`src/rtl/u2u8_pkg.sv`:
```
// shared constants for the ucs2 string field to utf-8 decoder
package u2u8_pkg;

   // decoder phase codes
   localparam logic [1:0] PH_IDLE = 2'd0;
   localparam logic [1:0] PH_LOW  = 2'd1;
   localparam logic [1:0] PH_HIGH = 2'd2;

   // result beats one input beat can cause
   localparam int MaxResults = 4;
   localparam int CntW       = $clog2(MaxResults + 1);
   localparam int IdxW       = $clog2(MaxResults);

   localparam int LenW = 10;

   // utf-8 encoding constants
   localparam logic [15:0] TwoByteMin   = 16'h0080;
   localparam logic [15:0] ThreeByteMin = 16'h0800;
   localparam logic [7:0]  Lead3        = 8'hE0;
   localparam logic [7:0]  Lead2        = 8'hC0;
   localparam logic [7:0]  ContMark     = 8'h80;

endpackage

```
`src/rtl/ucs2_string_field_to_utf8.sv`:
```
// ucs2 little-endian string field to utf-8 decoder, top level
//
//  channel | direction | handshake            | payload
//  --------+-----------+----------------------+-----------------------------------------
//  req     | in        | req_valid/req_stall  | in_byte, start_field, end_of_data
//  rsp     | out       | rsp_valid/rsp_stall  | out_byte, last_of_run, string_done,
//          |           |                      | truncated, char_count, utf8_length
//
//  a req beat lands in an input register, then combinational decode logic fills a
//  four-entry result buffer once it is free; the buffer drains one rsp beat per cycle unless rsp_stall
//  an input beat yields up to four result beats: a low byte none, a high byte 1 to 3,
//  plus one for a terminator or truncation beat, all through the single rsp port
//  the next input is loaded in the cycle the last result beat is taken
//  reset is synchronous, active high, and returns the decoder to idle
//  with rsp_stall held, the input register holds one beat and then stalls req
module ucs2_string_field_to_utf8 (
   input  logic                        clock,
   input  logic                        reset,
   // request channel
   input  logic                        req_valid,
   output logic                        req_stall,
   input  logic [7:0]                  req_in_byte,
   input  logic                        req_start_field,
   input  logic                        req_end_of_data,
   // response channel
   output logic                        rsp_valid,
   input  logic                        rsp_stall,
   output logic [7:0]                  rsp_out_byte,
   output logic                        rsp_last_of_run,
   output logic                        rsp_string_done,
   output logic                        rsp_truncated,
   output logic [7:0]                  rsp_char_count,
   output logic [u2u8_pkg::LenW-1:0]   rsp_utf8_length
);

   localparam int CntW = u2u8_pkg::CntW;
   localparam int IdxW = u2u8_pkg::IdxW;
   localparam int LenW = u2u8_pkg::LenW;
   localparam int NRes = u2u8_pkg::MaxResults;

   // input register
   logic            in_vld_ff, in_vld_in;
   logic [7:0]      in_byte_ff;
   logic            in_start_ff;
   logic            in_eod_ff;

   // decoder state
   logic [1:0]      phase_ff, phase_in;
   logic [7:0]      units_left_ff, units_left_in;
   logic [7:0]      low_half_ff, low_half_in;
   logic [7:0]      unit_total_ff, unit_total_in;
   logic [LenW-1:0] bw_ff, bw_in;

   // result buffer
   logic [7:0]      res_byte_ff [NRes];
   logic [7:0]      res_byte_in [NRes];
   logic [CntW-1:0] n_ff, n_in;
   logic [IdxW-1:0] idx_ff;
   logic            done_ff, done_in;
   logic            trunc_ff, trunc_in;
   logic [7:0]      cc_ff, cc_in;
   logic [LenW-1:0] len_ff, len_in;

   logic            req_take;
   logic            rsp_take;
   logic            buf_free;
   logic            load;
   logic [15:0]     ch;
   logic [1:0]      nb;
   logic [7:0]      units_dec;
   logic            term;

   // handshakes
   assign rsp_valid = (n_ff != '0);
   assign rsp_take  = rsp_valid & ~rsp_stall;
   // buffer frees when empty or when its final beat leaves this cycle
   assign buf_free  = (n_ff == '0) | ((n_ff == CntW'(1)) & rsp_take);
   assign load      = in_vld_ff & buf_free;
   assign req_stall = in_vld_ff & ~load;
   assign req_take  = req_valid & ~req_stall;

   always_comb begin
      in_vld_in = in_vld_ff;
      if (req_take) begin
         in_vld_in = 1'b1;
      end else if (load) begin
         in_vld_in = 1'b0;
      end
   end

   // decode one input beat into up to four result beats
   assign ch        = {in_byte_ff, low_half_ff};
   assign units_dec = units_left_ff - 8'd1;

   always_comb begin
      phase_in      = phase_ff;
      units_left_in = units_left_ff;
      low_half_in   = low_half_ff;
      unit_total_in = unit_total_ff;
      bw_in         = bw_ff;
      for (int i = 0; i < NRes; i++) begin
         res_byte_in[i] = 8'd0;
      end
      nb       = 2'd0;
      term     = 1'b0;
      trunc_in = 1'b0;

      if (in_start_ff) begin
         // count byte, aborts any string in progress
         unit_total_in = in_byte_ff;
         units_left_in = in_byte_ff;
         bw_in         = '0;
         low_half_in   = 8'd0;
         if (in_byte_ff == 8'd0) begin
            term = 1'b1;
         end else begin
            phase_in = u2u8_pkg::PH_LOW;
            trunc_in = in_eod_ff;
         end
      end else begin
         case (phase_ff)
            u2u8_pkg::PH_LOW: begin
               low_half_in = in_byte_ff;
               phase_in    = u2u8_pkg::PH_HIGH;
               trunc_in    = in_eod_ff;
            end
            u2u8_pkg::PH_HIGH: begin
               if (ch >= u2u8_pkg::ThreeByteMin) begin
                  res_byte_in[0] = u2u8_pkg::Lead3 | {4'd0, ch[15:12]};
                  res_byte_in[1] = u2u8_pkg::ContMark | {2'd0, ch[11:6]};
                  res_byte_in[2] = u2u8_pkg::ContMark | {2'd0, ch[5:0]};
                  nb             = 2'd3;
               end else if (ch >= u2u8_pkg::TwoByteMin) begin
                  res_byte_in[0] = u2u8_pkg::Lead2 | {3'd0, ch[10:6]};
                  res_byte_in[1] = u2u8_pkg::ContMark | {2'd0, ch[5:0]};
                  nb             = 2'd2;
               end else begin
                  res_byte_in[0] = ch[7:0];
                  nb             = 2'd1;
               end
               bw_in         = bw_ff + {{(LenW-2){1'b0}}, nb};
               units_left_in = units_dec;
               if (units_dec == 8'd0) begin
                  term = 1'b1;
               end else begin
                  phase_in = u2u8_pkg::PH_LOW;
                  trunc_in = in_eod_ff;
               end
            end
            default: begin
               // idle or unused code: byte ignored
               phase_in = u2u8_pkg::PH_IDLE;
            end
         endcase
      end

      if (term || trunc_in) begin
         phase_in      = u2u8_pkg::PH_IDLE;
         units_left_in = 8'd0;
      end
      done_in = term;
      cc_in   = term ? unit_total_in : 8'd0;
      len_in  = term ? (bw_in + LenW'(1)) : '0;
      n_in    = {1'b0, nb} + CntW'(term | trunc_in);
   end

   // control registers
   always_ff @(posedge clock) begin
      if (reset) begin
         in_vld_ff     <= 1'b0;
         phase_ff      <= u2u8_pkg::PH_IDLE;
         units_left_ff <= 8'd0;
         low_half_ff   <= 8'd0;
         unit_total_ff <= 8'd0;
         bw_ff         <= '0;
         n_ff          <= '0;
         idx_ff        <= '0;
      end else begin
         in_vld_ff <= in_vld_in;
         if (load) begin
            phase_ff      <= phase_in;
            units_left_ff <= units_left_in;
            low_half_ff   <= low_half_in;
            unit_total_ff <= unit_total_in;
            bw_ff         <= bw_in;
            n_ff          <= n_in;
            idx_ff        <= '0;
         end else if (rsp_take) begin
            n_ff   <= n_ff - CntW'(1);
            idx_ff <= idx_ff + IdxW'(1);
         end
      end
   end

   // payload registers
   always_ff @(posedge clock) begin
      if (req_take) begin
         in_byte_ff  <= req_in_byte;
         in_start_ff <= req_start_field;
         in_eod_ff   <= req_end_of_data;
      end
      if (load) begin
         for (int i = 0; i < NRes; i++) begin
            res_byte_ff[i] <= res_byte_in[i];
         end
         done_ff  <= done_in;
         trunc_ff <= trunc_in;
         cc_ff    <= cc_in;
         len_ff   <= len_in;
      end
   end

   // output beat: status fields ride only on the last beat of a run
   assign rsp_out_byte    = res_byte_ff[idx_ff];
   assign rsp_last_of_run = (n_ff == CntW'(1));
   assign rsp_string_done = rsp_last_of_run & done_ff;
   assign rsp_truncated   = rsp_last_of_run & trunc_ff;
   assign rsp_char_count  = rsp_last_of_run ? cc_ff : 8'd0;
   assign rsp_utf8_length = rsp_last_of_run ? len_ff : '0;

`ifndef NO_ASSERTIONS
   a_cnt_bound: assert property (@(posedge clock) disable iff (reset)
      n_ff <= CntW'(NRes))
      else $error("result count exceeds buffer depth");

   a_load_shows: assert property (@(posedge clock) disable iff (reset)
      (load && (n_in != '0)) |=> rsp_valid)
      else $error("loaded results not presented");

   a_excl: assert property (@(posedge clock) disable iff (reset)
      !(rsp_valid && rsp_string_done && rsp_truncated))
      else $error("terminator and truncation on one beat");

   a_hold_state: assert property (@(posedge clock) disable iff (reset)
      !load |=> ($stable(phase_ff) && $stable(bw_ff) && $stable(units_left_ff)))
      else $error("decoder state moved without a load");

   a_stall_full: assert property (@(posedge clock) disable iff (reset)
      req_stall |-> (in_vld_ff && (n_ff != '0)))
      else $error("req stalled with room to load");
`endif

endmodule
```
`config.mk`:
```
export PLATFORM = sky130hd
export DESIGN_NAME = ucs2_string_field_to_utf8
export DESIGN_NICKNAME = d
export VERILOG_FILES = /design/src/rtl/u2u8_pkg.sv /design/src/rtl/ucs2_string_field_to_utf8.sv
export SDC_FILE = /design/constraint.sdc
export NUM_CORES = 1
export LEC_CHECK = 0
export BUFFER_PORTS_ARGS = -buffer_cell sky130_fd_sc_hd__buf_2
export CAP_MARGIN = 40
export CELL_PAD_IN_SITES_DETAIL_PLACEMENT = 0
export CELL_PAD_IN_SITES_GLOBAL_PLACEMENT = 1
export CORE_MARGIN = 2
export CORE_UTILIZATION = 40
export DETAILED_ROUTE_END_ITERATION = 6
export PLACE_DENSITY_LB_ADDON = 0.3
export SETUP_SLACK_MARGIN = 0.5
export SLEW_MARGIN = 10
export SYNTH_ARGS = -nofsm -noshare
export SYNTH_HDL_FRONTEND = slang
export SYNTH_SLANG_ARGS = --single-unit
```
`constraint.sdc`:
```
create_clock -name clock -period 9.93 [get_ports clock]
set_input_delay 0.4965 -clock clock [delete_from_list [all_inputs] [get_ports clock]]
set_output_delay 0.4965 -clock clock [all_outputs]
set_load 0.01 [all_outputs]
```
==> results.json, run 1 <==
{
  "die_area_um2": 13300,
  "timing.rr.start": "in_byte_ff[6]$_DFFE_PP_",
  "fmax_ghz": 0.216,
  "floorplan.io_pins": 45,
  "number_of_vias_in_the_routed_layout": 3750,
  "grt_pass1_vias": 3405,
  "crit_path_max_fanout": 15,
  "post-synth-top-area-cell": "sky130_fd_sc_hd__edfxtp_1",
  "rsz0062_at_grt": "false",
  "timing.max_cap.violations": 0,
  "final_period_minus_worst_setup_slack_ns": 4.62,
  "arrival_ns": 4.72,
  "diodes": 0,
  "worst_r2r_path_depth": 14,
  "synthArstFlopShare_pct": 0,
  "worst_path_max_stage_delay_ns": 0.60,
  "worstPathBufferInverterCount": 2,
  "drc": 0,
  "clkLatencyLatePin_ns": 0.34,
  "power_per_cell_area_nw_per_um2": 202,
  "synthFlopType": "sky130_fd_sc_hd__edfxtp_1",
  "rr_endpoint": "len_ff[8]$_SDFFCE_PN0P_",
  "antenna_violations_before_repair": 0,
  "drt_iter0_drc": 246,
  "timing_hold_violations_final": 0,
  "hold_path_end": "in_byte_ff[0]$_DFFE_PP_",
  "skew_ns": 0.00607,
  "drtPass1Iterations": 5,
  "initial_utilization_pct": 41.1,
  "final.hold.worst_slack_ns": 0.324,
  "synth-seq-cells": 96,
  "port_buffers": 44,
  "drv_slew": 0,
  "maximum_buffer_depth_of_the_clock_tree": 2,
  "postCtsResizedCells": 0,
  "gp_congestion": 0.839,
  "placement.setup.worst_slack_ns": 5.34,
  "cts_hold_repair.buffers": 0,
  "layout.core_utilization_pct": 46.2,
  "tritoncts": "done",
  "vdd.ir_drop.worst_uv": 100,
  "grt_usage_pct": 17.3,
  "startpoint_class": "register",
  "post-cts-setup-buffers": 0,
  "status": "finished clean",
  "route.final.wire_length_um": 11100,
  "cts.reportedPaths.clkPinSlew_ns": 0.07,
  "die-height_um": 115,
  "timing.critical_path.cells": "or4_1 -> or2_1 -> or3_1 -> nand2_1 -> ha_1 -> inv_1 -> fa_1 -> a211oi_1 -> ha_1 -> inv_1 -> a2111oi_2 -> nand4_1 -> mux2i_1 -> nor2_1",
  "post_route_worst_setup_slack_ns": 5.31,
  "avgRoutedWirePerCell_um": 16.1,
  "synth.top_cells.by_area": "sky130_fd_sc_hd__edfxtp_1 (32%), sky130_fd_sc_hd__dfxtp_1 (18%), sky130_fd_sc_hd__mux2i_1 (5.9%), sky130_fd_sc_hd__nor2_1 (4.4%), sky130_fd_sc_hd__ha_1 (3.3%)",
  "area_delta_synth_final_pct": 12.2,
  "dp_hpwl_um": 7690,
  "tritoncts_num_sinks": 96,
  "finish.net_count": 564,
  "yosysWarningCount": 0,
  "final.period_utilization_pct": 46.6,
  "design.core.area_um2": 12000,
  "drive_above_1_share_pct": 14.8,
  "design_power_total_mw": 1.12,
  "overflow": 0,
  "leakage_nw": 2.13,
  "htreeDepth": 3,
  "cp_slowest_cell": "sky130_fd_sc_hd__or4_1",
  "post_drt_via_cell_ratio": 5.45,
  "placementRows": 40,
  "required_ns": 10.02,
  "timing.hold.worst_path_depth": 1,
  "setup.worst_path.class": "register to register",
  "detail-route-antenna-nets": 0,
  "synth_largest_type_area_fraction_pct": 31.6,
  "synth.yosys.seq_area_share_pct": 49.4,
  "cpLargestDelayFamily": "simple AND/OR/NAND/NOR gates",
  "finalSetupTns_ns": 0,
  "reg2reg_setup_slack_ns": 5.31,
  "grt_max_degree": 49,
  "cts_inserted_buffers": 9,
  "synth.avg_cell_area_um2": 9.75,
  "synth_edf_count": 52,
  "worstHoldPathType": "primary input to register",
  "floorplan.die.width_um": 115,
  "clockRootBuffer": "sky130_fd_sc_hd__clkbuf_16",
  "min_from": "req_in_byte[0]",
  "grt_pass1_wl_um": 17900,
  "end_kind": "register",
  "worst_slew_margin_rel_pct": 45.1,
  "synth_cell_types": 60,
  "postSynthCellCount": 507,
  "worst_pin_slew_ns": 0.823,
  "netlist_area_um2": 4940,
  "setup-violations-final": 0,
  "mappedNetlistNets": 535
}
## area by class of cell
cell class              count  area [um2]
well taps                 147         184
flip-flops and latches     96        2440
repair buffers             48         250
fillers                  1145        6470
inverters                  19        72.6
clock inverters             3        22.5
clock buffers              13         272
multi-input cells         362        2300
## worst reg2reg max path: stages, from the launching register on
cell	delay (ns)
sky130_fd_sc_hd__edfxtp_1	0.48
sky130_fd_sc_hd__or4_1	0.60
sky130_fd_sc_hd__or2_1	0.39
sky130_fd_sc_hd__or3_1	0.59
sky130_fd_sc_hd__nand2_1	0.14
sky130_fd_sc_hd__ha_1	0.17
sky130_fd_sc_hd__inv_1	0.05
sky130_fd_sc_hd__fa_1	0.45
sky130_fd_sc_hd__a211oi_1	0.34
sky130_fd_sc_hd__ha_1	0.25
sky130_fd_sc_hd__inv_1	0.07
sky130_fd_sc_hd__a2111oi_2	0.44
sky130_fd_sc_hd__nand4_1	0.18
sky130_fd_sc_hd__mux2i_1	0.19
sky130_fd_sc_hd__nor2_1	0.05
## cell usage after synthesis, drive strengths merged, types with 2 or more instances
library cell and instances:
nand4 4, dfxtp 44, xor2 4, nand3 9
and3 8, a21oi 32, clkbuf 25, or2 2
mux2 2, a221oi 3, nand2 41, nor3b 4
inv 18, a211oi 4, a22oi 12, edfxtp 52
and2 24, xnor2 7, mux2i 29, ha 13
or3b 2, nor4 4, nand2b 5, nor2 65
nand4b 2, o22ai 4, a31oi 2, o2bb2ai 4
or3 8, nor3 13, o21a 2, nor2b 10
nand3b 4, o21ai 19, o31ai 4, o211ai 2
buf 5, or4 2
## sequential cells by signal, indices dropped and copies added (netlist names), 2 cells and up, named ones only
name and count:
low_half_ff 8, units_left_ff 8, unit_total_ff 8, in_byte_ff 8, bw_ff 10, len_ff 10, res_byte_ff 22, idx_ff 2
n_ff 3, cc_ff 8, phase_ff 2
## cells in the final DEF, fill, tap and decap left out, types with 3 or more instances in the layout
master / count
sky130_fd_sc_hd__nor2b_1: 10
sky130_fd_sc_hd__a21oi_1: 32
sky130_fd_sc_hd__xnor2_1: 7
sky130_fd_sc_hd__mux2i_1: 29
sky130_fd_sc_hd__buf_4: 4
sky130_fd_sc_hd__nand2_1: 41
sky130_fd_sc_hd__nor2_2: 7
sky130_fd_sc_hd__ha_1: 13
sky130_fd_sc_hd__nor3b_1: 4
sky130_fd_sc_hd__nand2b_1: 5
sky130_fd_sc_hd__o2bb2ai_1: 4
sky130_fd_sc_hd__o22ai_1: 4
sky130_fd_sc_hd__a211oi_1: 4
sky130_fd_sc_hd__nand3b_1: 3
sky130_fd_sc_hd__dfxtp_1: 44
sky130_fd_sc_hd__edfxtp_1: 52
sky130_fd_sc_hd__and2_1: 24
sky130_fd_sc_hd__o31ai_1: 4
sky130_fd_sc_hd__nand4_1: 4
sky130_fd_sc_hd__inv_1: 17
sky130_fd_sc_hd__nor4_1: 4
sky130_fd_sc_hd__nor2_1: 58
sky130_fd_sc_hd__a22oi_1: 12
sky130_fd_sc_hd__buf_2: 44
sky130_fd_sc_hd__o21ai_0: 17
sky130_fd_sc_hd__and3_1: 8
sky130_fd_sc_hd__a221oi_1: 3
sky130_fd_sc_hd__clkbuf_16: 10
sky130_fd_sc_hd__or3_1: 8
sky130_fd_sc_hd__xor2_1: 4
sky130_fd_sc_hd__nand3_1: 9
sky130_fd_sc_hd__nor3_1: 13
## through the flow
step / instances / cell area (um2)
after floorplan: 507 / 4940
after global placement: 671 / 5240
after detailed placement: 672 / 5250
after CTS: 688 / 5540
after global routing: 688 / 5540
final: 688 / 5540
## power by group
| group | internal (mW) | switching, mW | total, mW |
|---|---|---|---|
| Clock | 0.193 | 0.148 | 0.341 |
| Combinational | 0.107 | 0.159 | 0.267 |
| Sequential | 0.477 | 0.0342 | 0.511 |
## cells by family (layout without fill, tap and decap cells)
group / Yosys count / in the layout / synth area share, %
xor gates and xnor gates: 11 / 11 / 1.95
and+or+nand+nor: 211 / 211 / 22.2
AOI/OAI and AO/OA: 95 / 95 / 12.3
buffers and inverters: 49 / 83 / 4.00
adders and majority gates: 14 / 14 / 3.70
muxes: 31 / 31 / 6.41
DFF: 96 / 96 / 49.4
## routing by layer
metal | up-vias | track usage (%) | part of all wire [%]
met1 | 1759 | 25.9 | 49
met2 | 116 | 25.0 | 43
li1 | 1866 | - | -
met3 | 9 | 3.95 | 6.2
met4 | 0 | 5.22 | 1.3
met5 | - | 0 | 0
## how the worst max path moves through the flow
stage / slack [ns] / start / end / depth (start not counted)
global route: 4.93 / in_byte_ff[6]$_DFFE_PP_ / len_ff[8]$_SDFFCE_PN0P_ / 14
CTS: 5.32 / in_byte_ff[6]$_DFFE_PP_ / len_ff[8]$_SDFFCE_PN0P_ / 14
detailed placement: 5.34 / in_byte_ff[6]$_DFFE_PP_ / len_ff[8]$_SDFFCE_PN0P_ / 14
finish: 5.31 / in_byte_ff[6]$_DFFE_PP_ / len_ff[8]$_SDFFCE_PN0P_ / 14
floorplan: 5.83 / in_byte_ff[6]$_DFFE_PP_ / len_ff[8]$_SDFFCE_PN0P_ / 16
global placement: 5.51 / in_byte_ff[6]$_DFFE_PP_ / len_ff[8]$_SDFFCE_PN0P_ / 14
(Power assumes the default switching activity.)
==> inputs of run 2 (changes only) <==
- clock period: 9.93 -> 4.6 ns (I/O delays scaled with it)
==> run 2 against run 1 <==
Compared with the run above:
- sequential power grew 120%
- final cell count up 1.2%
- non-clock buffer count is 8 higher
- via count rose by 1.1%
- critical path depth fell by 1
==> results.json, run 2 (synthesis results as in run 1) <==
{
  "drv_slew": 0,
  "maximum_buffer_depth_of_the_clock_tree": 2,
  "route.final.wire_length_um": 11200,
  "finalSetupTns_ns": 0,
  "grt_pass1_vias": 3594,
  "detail-route-antenna-nets": 0,
  "floorplan.die.width_um": 115,
  "grt_max_degree": 44,
  "cts_inserted_buffers": 9,
  "avgRoutedWirePerCell_um": 16.1,
  "fmax_ghz": 0.258,
  "required_ns": 4.77,
  "dp_hpwl_um": 7930,
  "diodes": 0,
  "status": "finished clean",
  "overflow": 0,
  "grt_pass1_wl_um": 18300,
  "gp_congestion": 0.874,
  "register_with_the_highest_flop_count": "res_byte_ff",
  "cp_slowest_cell": "sky130_fd_sc_hd__or4_4",
  "mostFrequentLayoutCells": "sky130_fd_sc_hd__nor2_1 (58), sky130_fd_sc_hd__edfxtp_1 (52), sky130_fd_sc_hd__dfxtp_1 (44), sky130_fd_sc_hd__buf_2 (44), sky130_fd_sc_hd__nand2_1 (41)",
  "worst_r2r_path_depth": 13,
  "final_period_minus_worst_setup_slack_ns": 3.88,
  "fillerInstances": 1193,
  "end_kind": "register",
  "design.core.area_um2": 12000,
  "antenna_violations_before_repair": 0,
  "timing.rr.start": "in_byte_ff[6]$_DFFE_PP_",
  "post_route_worst_setup_slack_ns": 0.723,
  "arrival_ns": 4.04,
  "die-height_um": 115,
  "largest_register_ff_count": 22,
  "final.period_utilization_pct": 84.3,
  "number_of_vias_in_the_routed_layout": 3790,
  "worst_slew_margin_rel_pct": 42.6,
  "drive_above_1_share_pct": 17.5,
  "floorplan.io_pins": 45,
  "port_buffers": 44,
  "die_area_um2": 13300,
  "cts_hold_repair.buffers": 0,
  "leakage_nw": 2.15,
  "setup-violations-final": 0,
  "tritoncts": "done",
  "post_drt_via_cell_ratio": 5.45,
  "drtPass1Iterations": 5,
  "worst_pin_slew_ns": 0.862,
  "tritoncts_num_sinks": 96,
  "reg.largest.list": "res_byte_ff (22), bw_ff (10), len_ff (10)",
  "crit_path_end": "len_ff[9]$_SDFFCE_PN0P_",
  "rr_endpoint": "len_ff[9]$_SDFFCE_PN0P_",
  "critPathLaunch": "in_byte_ff[6]$_DFFE_PP_",
  "timing_hold_violations_final": 0,
  "timing.critical_path.cells": "or4_4 -> or2_1 -> or3_1 -> nand2_1 -> ha_2 -> inv_1 -> fa_1 -> nand3b_1 -> or3_4 -> a21oi_4 -> nand4b_1 -> o21ai_1 -> nor4b_2",
  "initial_utilization_pct": 41.1,
  "rsz0062_at_grt": "false",
  "startpoint_class": "register",
  "cts.reportedPaths.clkPinSlew_ns": 0.07,
  "htreeDepth": 3,
  "timing.max_cap.violations": 0,
  "grt_usage_pct": 17.6,
  "drc": 0,
  "reg2reg_setup_slack_ns": 0.72,
  "final_common_cell": "sky130_fd_sc_hd__nor2_1",
  "worstHoldPathType": "primary input to register",
  "placement.setup.worst_slack_ns": 0.478,
  "vdd.ir_drop.worst_uv": 164,
  "clkLatencyLatePin_ns": 0.34,
  "worst_path_max_stage_delay_ns": 0.56,
  "placementRows": 40,
  "area_delta_synth_final_pct": 14.1,
  "finish.net_count": 572,
  "drt_iter0_drc": 257,
  "skew_ns": 0.00741,
  "clockRootBuffer": "sky130_fd_sc_hd__clkbuf_16",
  "power_per_cell_area_nw_per_um2": 420,
  "setup.worst_path.class": "register to register",
  "crit_path_max_fanout": 4
}
-- run 2: where the power goes --
part / switching, mW / leakage [nW] / total (mW) / internal [mW]
clock network: 0.312 / 0.124 / 0.678 / 0.366
logic: 0.351 / 1.17 / 0.588 / 0.238
registers: 0.0717 / 0.857 / 1.10 / 1.03
total: 0.734 / 2.15 / 2.37 / 1.63
-- run 2: worst min-delay path by stage --
stage                               from                      end  slack, ns  cells past startpoint
after floorplan           req_in_byte[0]  in_byte_ff[0]$_DFFE_PP_       0.33                      0
after global placement    req_in_byte[7]  in_byte_ff[7]$_DFFE_PP_       0.41                      1
after detailed placement  req_in_byte[7]  in_byte_ff[7]$_DFFE_PP_       0.41                      1
after CTS                 req_in_byte[7]  in_byte_ff[7]$_DFFE_PP_       0.05                      1
after global routing      req_in_byte[0]  in_byte_ff[0]$_DFFE_PP_       0.05                      1
final                     req_in_byte[1]  in_byte_ff[1]$_DFFE_PP_       0.06                      1
-- run 2: metrics by stage --
| stage | power, mW | util, % | hold WS (ns) | area [um2] | instances |
|---|---|---|---|---|---|
| finish | 2.37 | 46.9 | 0.0580 | 5640 | 696 |
| global route | 2.50 | 46.9 | 0.0478 | 5640 | 696 |
| CTS | 2.39 | 46.4 | 0.0476 | 5580 | 694 |
| detailed placement | 1.71 | 44.1 | 0.408 | 5300 | 677 |
| global placement | 1.70 | 44.1 | 0.408 | 5300 | 677 |
| floorplan | 1.51 | - | 0.329 | 4950 | 507 |
-- run 2: area by class of cell --
type	instances	area (um2)	share of cell area, %
multi-input cells	362	2360	41.9
clock buffers	11	233	4.13
repair buffers	56	310	5.51
clock inverters	5	32.5	0.577
inverters	19	72.6	1.29
flip-flops and latches	96	2440	43.3
well taps	147	184	3.26
-- run 2: timing repair --
item / in CTS / in global routing
gates cloned: 0 / 0
resized for setup: 1 / 10
endpoints found under the setup margin: 2 / 5
pin swaps: 0 / 4
buffers inserted: 1 / 2
-- run 2: layer usage --
metal  vias up  part of all wire (%)  track usage (%)  routed length, um
met5         -                     0                0                  0
met3        11                   5.0             3.90                562
met2       108                    45             26.6               5060
li1       1886                     -                -                  -
met4         0                   1.3             5.38                142
met1      1785                    49             25.3               5480
-- run 2: critical path: cells and delay by family (launching register included) --
family	cells	cell delay [ns]
compound gates	2	0.37
simple gates	8	2.29
buf+inv	1	0.05
fa+ha+maj	2	0.58
flops	1	0.41
==> inputs of run 3 (changes only) <==
- ABC_AREA: default -> 1
- clock period: 4.6 -> 3.6 ns (I/O delays scaled with it)
==> run 3 against run 2 <==
Compared with the run above:
- global-route usage grew 0.41 points
- sequential share of layout area shrank 2.4 points
- non-clock buffer count grew 30
- total power grew 50%
==> results.json, run 3 <==
{
  "gp_congestion": 0.842,
  "worst_pin_slew_ns": 0.821,
  "post_route_worst_setup_slack_ns": 0.486,
  "diodes": 0,
  "combinational_family_with_the_most_area_after_synthesis": "simple AND/OR/NAND/NOR gates",
  "status": "finished clean",
  "leakage_nw": 2.50,
  "number_of_vias_in_the_routed_layout": 3994,
  "drt_iter0_drc": 179,
  "final.hold.worst_slack_ns": 0.0153,
  "synth_edf_count": 52,
  "post_drt_via_cell_ratio": 4.92,
  "synthFlopType": "sky130_fd_sc_hd__edfxtp_1",
  "post-synth-top-area-cell": "sky130_fd_sc_hd__edfxtp_1",
  "synth_largest_type_area_fraction_pct": 31.7,
  "final_cell_count_no_fill": 811,
  "worstHoldPathType": "primary input to register",
  "synth_cell_types": 43,
  "skew_ns": 0.0102,
  "final.period_utilization_pct": 86.5,
  "power_per_cell_area_nw_per_um2": 593,
  "cts_inserted_buffers": 9,
  "timing.max_cap.violations": 0,
  "synth-compound-area-share_pct": 10.0,
  "detail-route-antenna-nets": 0,
  "layout.core_utilization_pct": 49.7,
  "synthArstFlopShare_pct": 0,
  "mappedNetlistNets": 611,
  "drtPass1Iterations": 4,
  "route.final.wire_length_um": 11300,
  "fmax_ghz": 0.321,
  "dp_hpwl_um": 7720,
  "grt_pass1_wl_um": 18500,
  "placementRows": 40,
  "drc": 0,
  "area_delta_synth_final_pct": 21.4,
  "required_ns": 3.70,
  "maximum_buffer_depth_of_the_clock_tree": 2,
  "post_synth_and_or_nand_nor_area_fraction_pct": 26.2,
  "synth.avg_cell_area_um2": 8.44,
  "fin_area_um2": 5970,
  "reg.largest.list": "res_byte_ff (22), bw_ff (10), len_ff (10)",
  "post_synth_fa_ha_maj_area_fraction_pct": 3.71,
  "synth.top_cells.by_count": "sky130_fd_sc_hd__nand2_1 (94), sky130_fd_sc_hd__nor2_1 (89), sky130_fd_sc_hd__inv_1 (88)",
  "tritoncts": "done",
  "register_with_the_highest_flop_count": "res_byte_ff",
  "avgRoutedWirePerCell_um": 13.9,
  "arrival_ns": 3.21,
  "yosysWarningCount": 0,
  "grt_max_degree": 56,
  "finish.net_count": 687,
  "htreeDepth": 3,
  "design.core.area_um2": 12000,
  "worst_slew_margin_rel_pct": 45.2,
  "grt_usage_pct": 18.0,
  "vdd.ir_drop.worst_uv": 275,
  "setup.worst_path.class": "register to register",
  "die_area_um2": 13200,
  "overflow": 0,
  "final_period_minus_worst_setup_slack_ns": 3.11,
  "clockRootBuffer": "sky130_fd_sc_hd__clkbuf_16",
  "synth_mux_area_share_pct": 0,
  "cts.reportedPaths.clkPinSlew_ns": 0.07,
  "post_placement_cell_count": 758,
  "grt_pass1_vias": 3813,
  "design_power_total_mw": 3.54,
  "netlist_area_um2": 4920,
  "startpoint_class": "register",
  "synth.top_cells.by_area": "sky130_fd_sc_hd__edfxtp_1 (32%), sky130_fd_sc_hd__dfxtp_1 (18%), sky130_fd_sc_hd__nand2_1 (7.2%), sky130_fd_sc_hd__nor2_1 (6.8%), sky130_fd_sc_hd__inv_1 (6.7%)",
  "drv_slew": 0,
  "drive_above_1_share_pct": 23.2,
  "postSynthCellCount": 583,
  "die-height_um": 115,
  "crit_path_max_fanout": 4,
  "placement.setup.worst_slack_ns": 0.133,
  "synth.yosys.seq_area_share_pct": 49.6,
  "end_kind": "register",
  "synth.most_common_cell": "sky130_fd_sc_hd__nand2_1",
  "clkLatencyLatePin_ns": 0.35,
  "finalSetupTns_ns": 0,
  "final_common_cell": "sky130_fd_sc_hd__nand2_1",
  "initial_utilization_pct": 41.0,
  "timing_hold_violations_final": 0,
  "port_buffers": 44,
  "synth-seq-cells": 96,
  "mostFrequentLayoutCells": "sky130_fd_sc_hd__nand2_1 (91), sky130_fd_sc_hd__nor2_1 (84), sky130_fd_sc_hd__inv_1 (81)",
  "setup-violations-final": 0,
  "antenna_violations_before_repair": 0,
  "place_area_um2": 5270,
  "tritoncts_num_sinks": 96,
  "floorplan.die.width_um": 115,
  "floorplan.io_pins": 45,
  "rsz0062_at_grt": "true",
  "synth-xor-area-share_pct": 1.25,
  "largest_register_ff_count": 22
}
run 3: cell types whose count changed in the layout (fill, tap and decap cells not counted), moves of 12 or more:
cell,before,now
sky130_fd_sc_hd__a22oi_1,12,0
sky130_fd_sc_hd__and2_1,24,0
sky130_fd_sc_hd__buf_4,12,37
sky130_fd_sc_hd__inv_1,17,81
sky130_fd_sc_hd__mux2i_1,29,0
sky130_fd_sc_hd__nand2_1,41,91
sky130_fd_sc_hd__nand3_1,9,43
sky130_fd_sc_hd__nor2_1,58,84
run 3: area by class of cell:
type | instances | area [um2]
fill | 1138 | 6040
sequential | 96 | 2440
multi-input combinational | 376 | 2130
timing repair buffer | 86 | 549
inverter | 90 | 350
clock buffer | 9 | 225
tap | 147 | 184
clock inverter | 7 | 93.8
run 3: cell families after synthesis:
| group | after synthesis |
|---|---|
| fa+ha+maj | 14 |
| simple gates | 276 |
| compound gates | 79 |
| flops | 96 |
| buf+inv | 111 |
| xor+xnor | 7 |
run 3: final timing paths:
check | startpoint | end | slack, ns | cells past startpoint
setup / recovery | in_byte_ff[7]$_DFFE_PP_ | len_ff[9]$_SDFFCE_PN0P_ | 0.49 | 21
hold / removal | req_in_byte[4] | in_byte_ff[4]$_DFFE_PP_ | 0.02 | 1
setup reg to reg | in_byte_ff[7]$_DFFE_PP_ | len_ff[9]$_SDFFCE_PN0P_ | 0.49 | 21
hold reg to reg | unit_total_ff[3]$_SDFFE_PP0P_ | unit_total_ff[3]$_SDFFE_PP0P_ | 0.48 | 2
run 3: worst max-delay path, stage by stage (launching register included):
cell,delay (ns)
sky130_fd_sc_hd__edfxtp_1,0.43
sky130_fd_sc_hd__inv_1,0.08
sky130_fd_sc_hd__nand4_1,0.13
sky130_fd_sc_hd__inv_2,0.08
sky130_fd_sc_hd__nand4_1,0.11
sky130_fd_sc_hd__nor2_2,0.16
sky130_fd_sc_hd__nor2_2,0.07
sky130_fd_sc_hd__inv_2,0.08
sky130_fd_sc_hd__ha_4,0.14
sky130_fd_sc_hd__inv_2,0.04
sky130_fd_sc_hd__fa_2,0.38
sky130_fd_sc_hd__nor3_4,0.19
sky130_fd_sc_hd__nand3_2,0.13
sky130_fd_sc_hd__nor2_2,0.13
sky130_fd_sc_hd__nand2_2,0.06
sky130_fd_sc_hd__nor2_2,0.11
sky130_fd_sc_hd__xor2_1,0.20
sky130_fd_sc_hd__nand2_1,0.11
sky130_fd_sc_hd__inv_2,0.08
sky130_fd_sc_hd__nand3_2,0.05
sky130_fd_sc_hd__nand2_1,0.05
sky130_fd_sc_hd__nor2_1,0.04
run 3: per-layer routing:
metal	routed length (um)	track usage (%)	vias to the layer above	share of wire, %
met4	251	7.23	0	2.2
met5	0	0	-	0
met1	5430	24.8	1838	48
met2	5070	27.6	74	45
met3	560	4.01	12	5.0
li1	-	-	2070	-
run 3: power by group:
part | switching (mW) | total [mW] | internal (mW)
Sequential | 0.0894 | 1.48 | 1.39
Clock | 0.413 | 1.02 | 0.609
Combinational | 0.696 | 1.04 | 0.346
Total | 1.20 | 3.54 | 2.34
run 3: repair_timing:
item / in CTS / in global routing
pin swaps: 6 / 21
setup buffers: 21 / 12
hold buffers: 3 / 1
gates resized for setup: 8 / 23
hold endpoints to repair: 3 / 1
setup endpoints to repair: 7 / 10
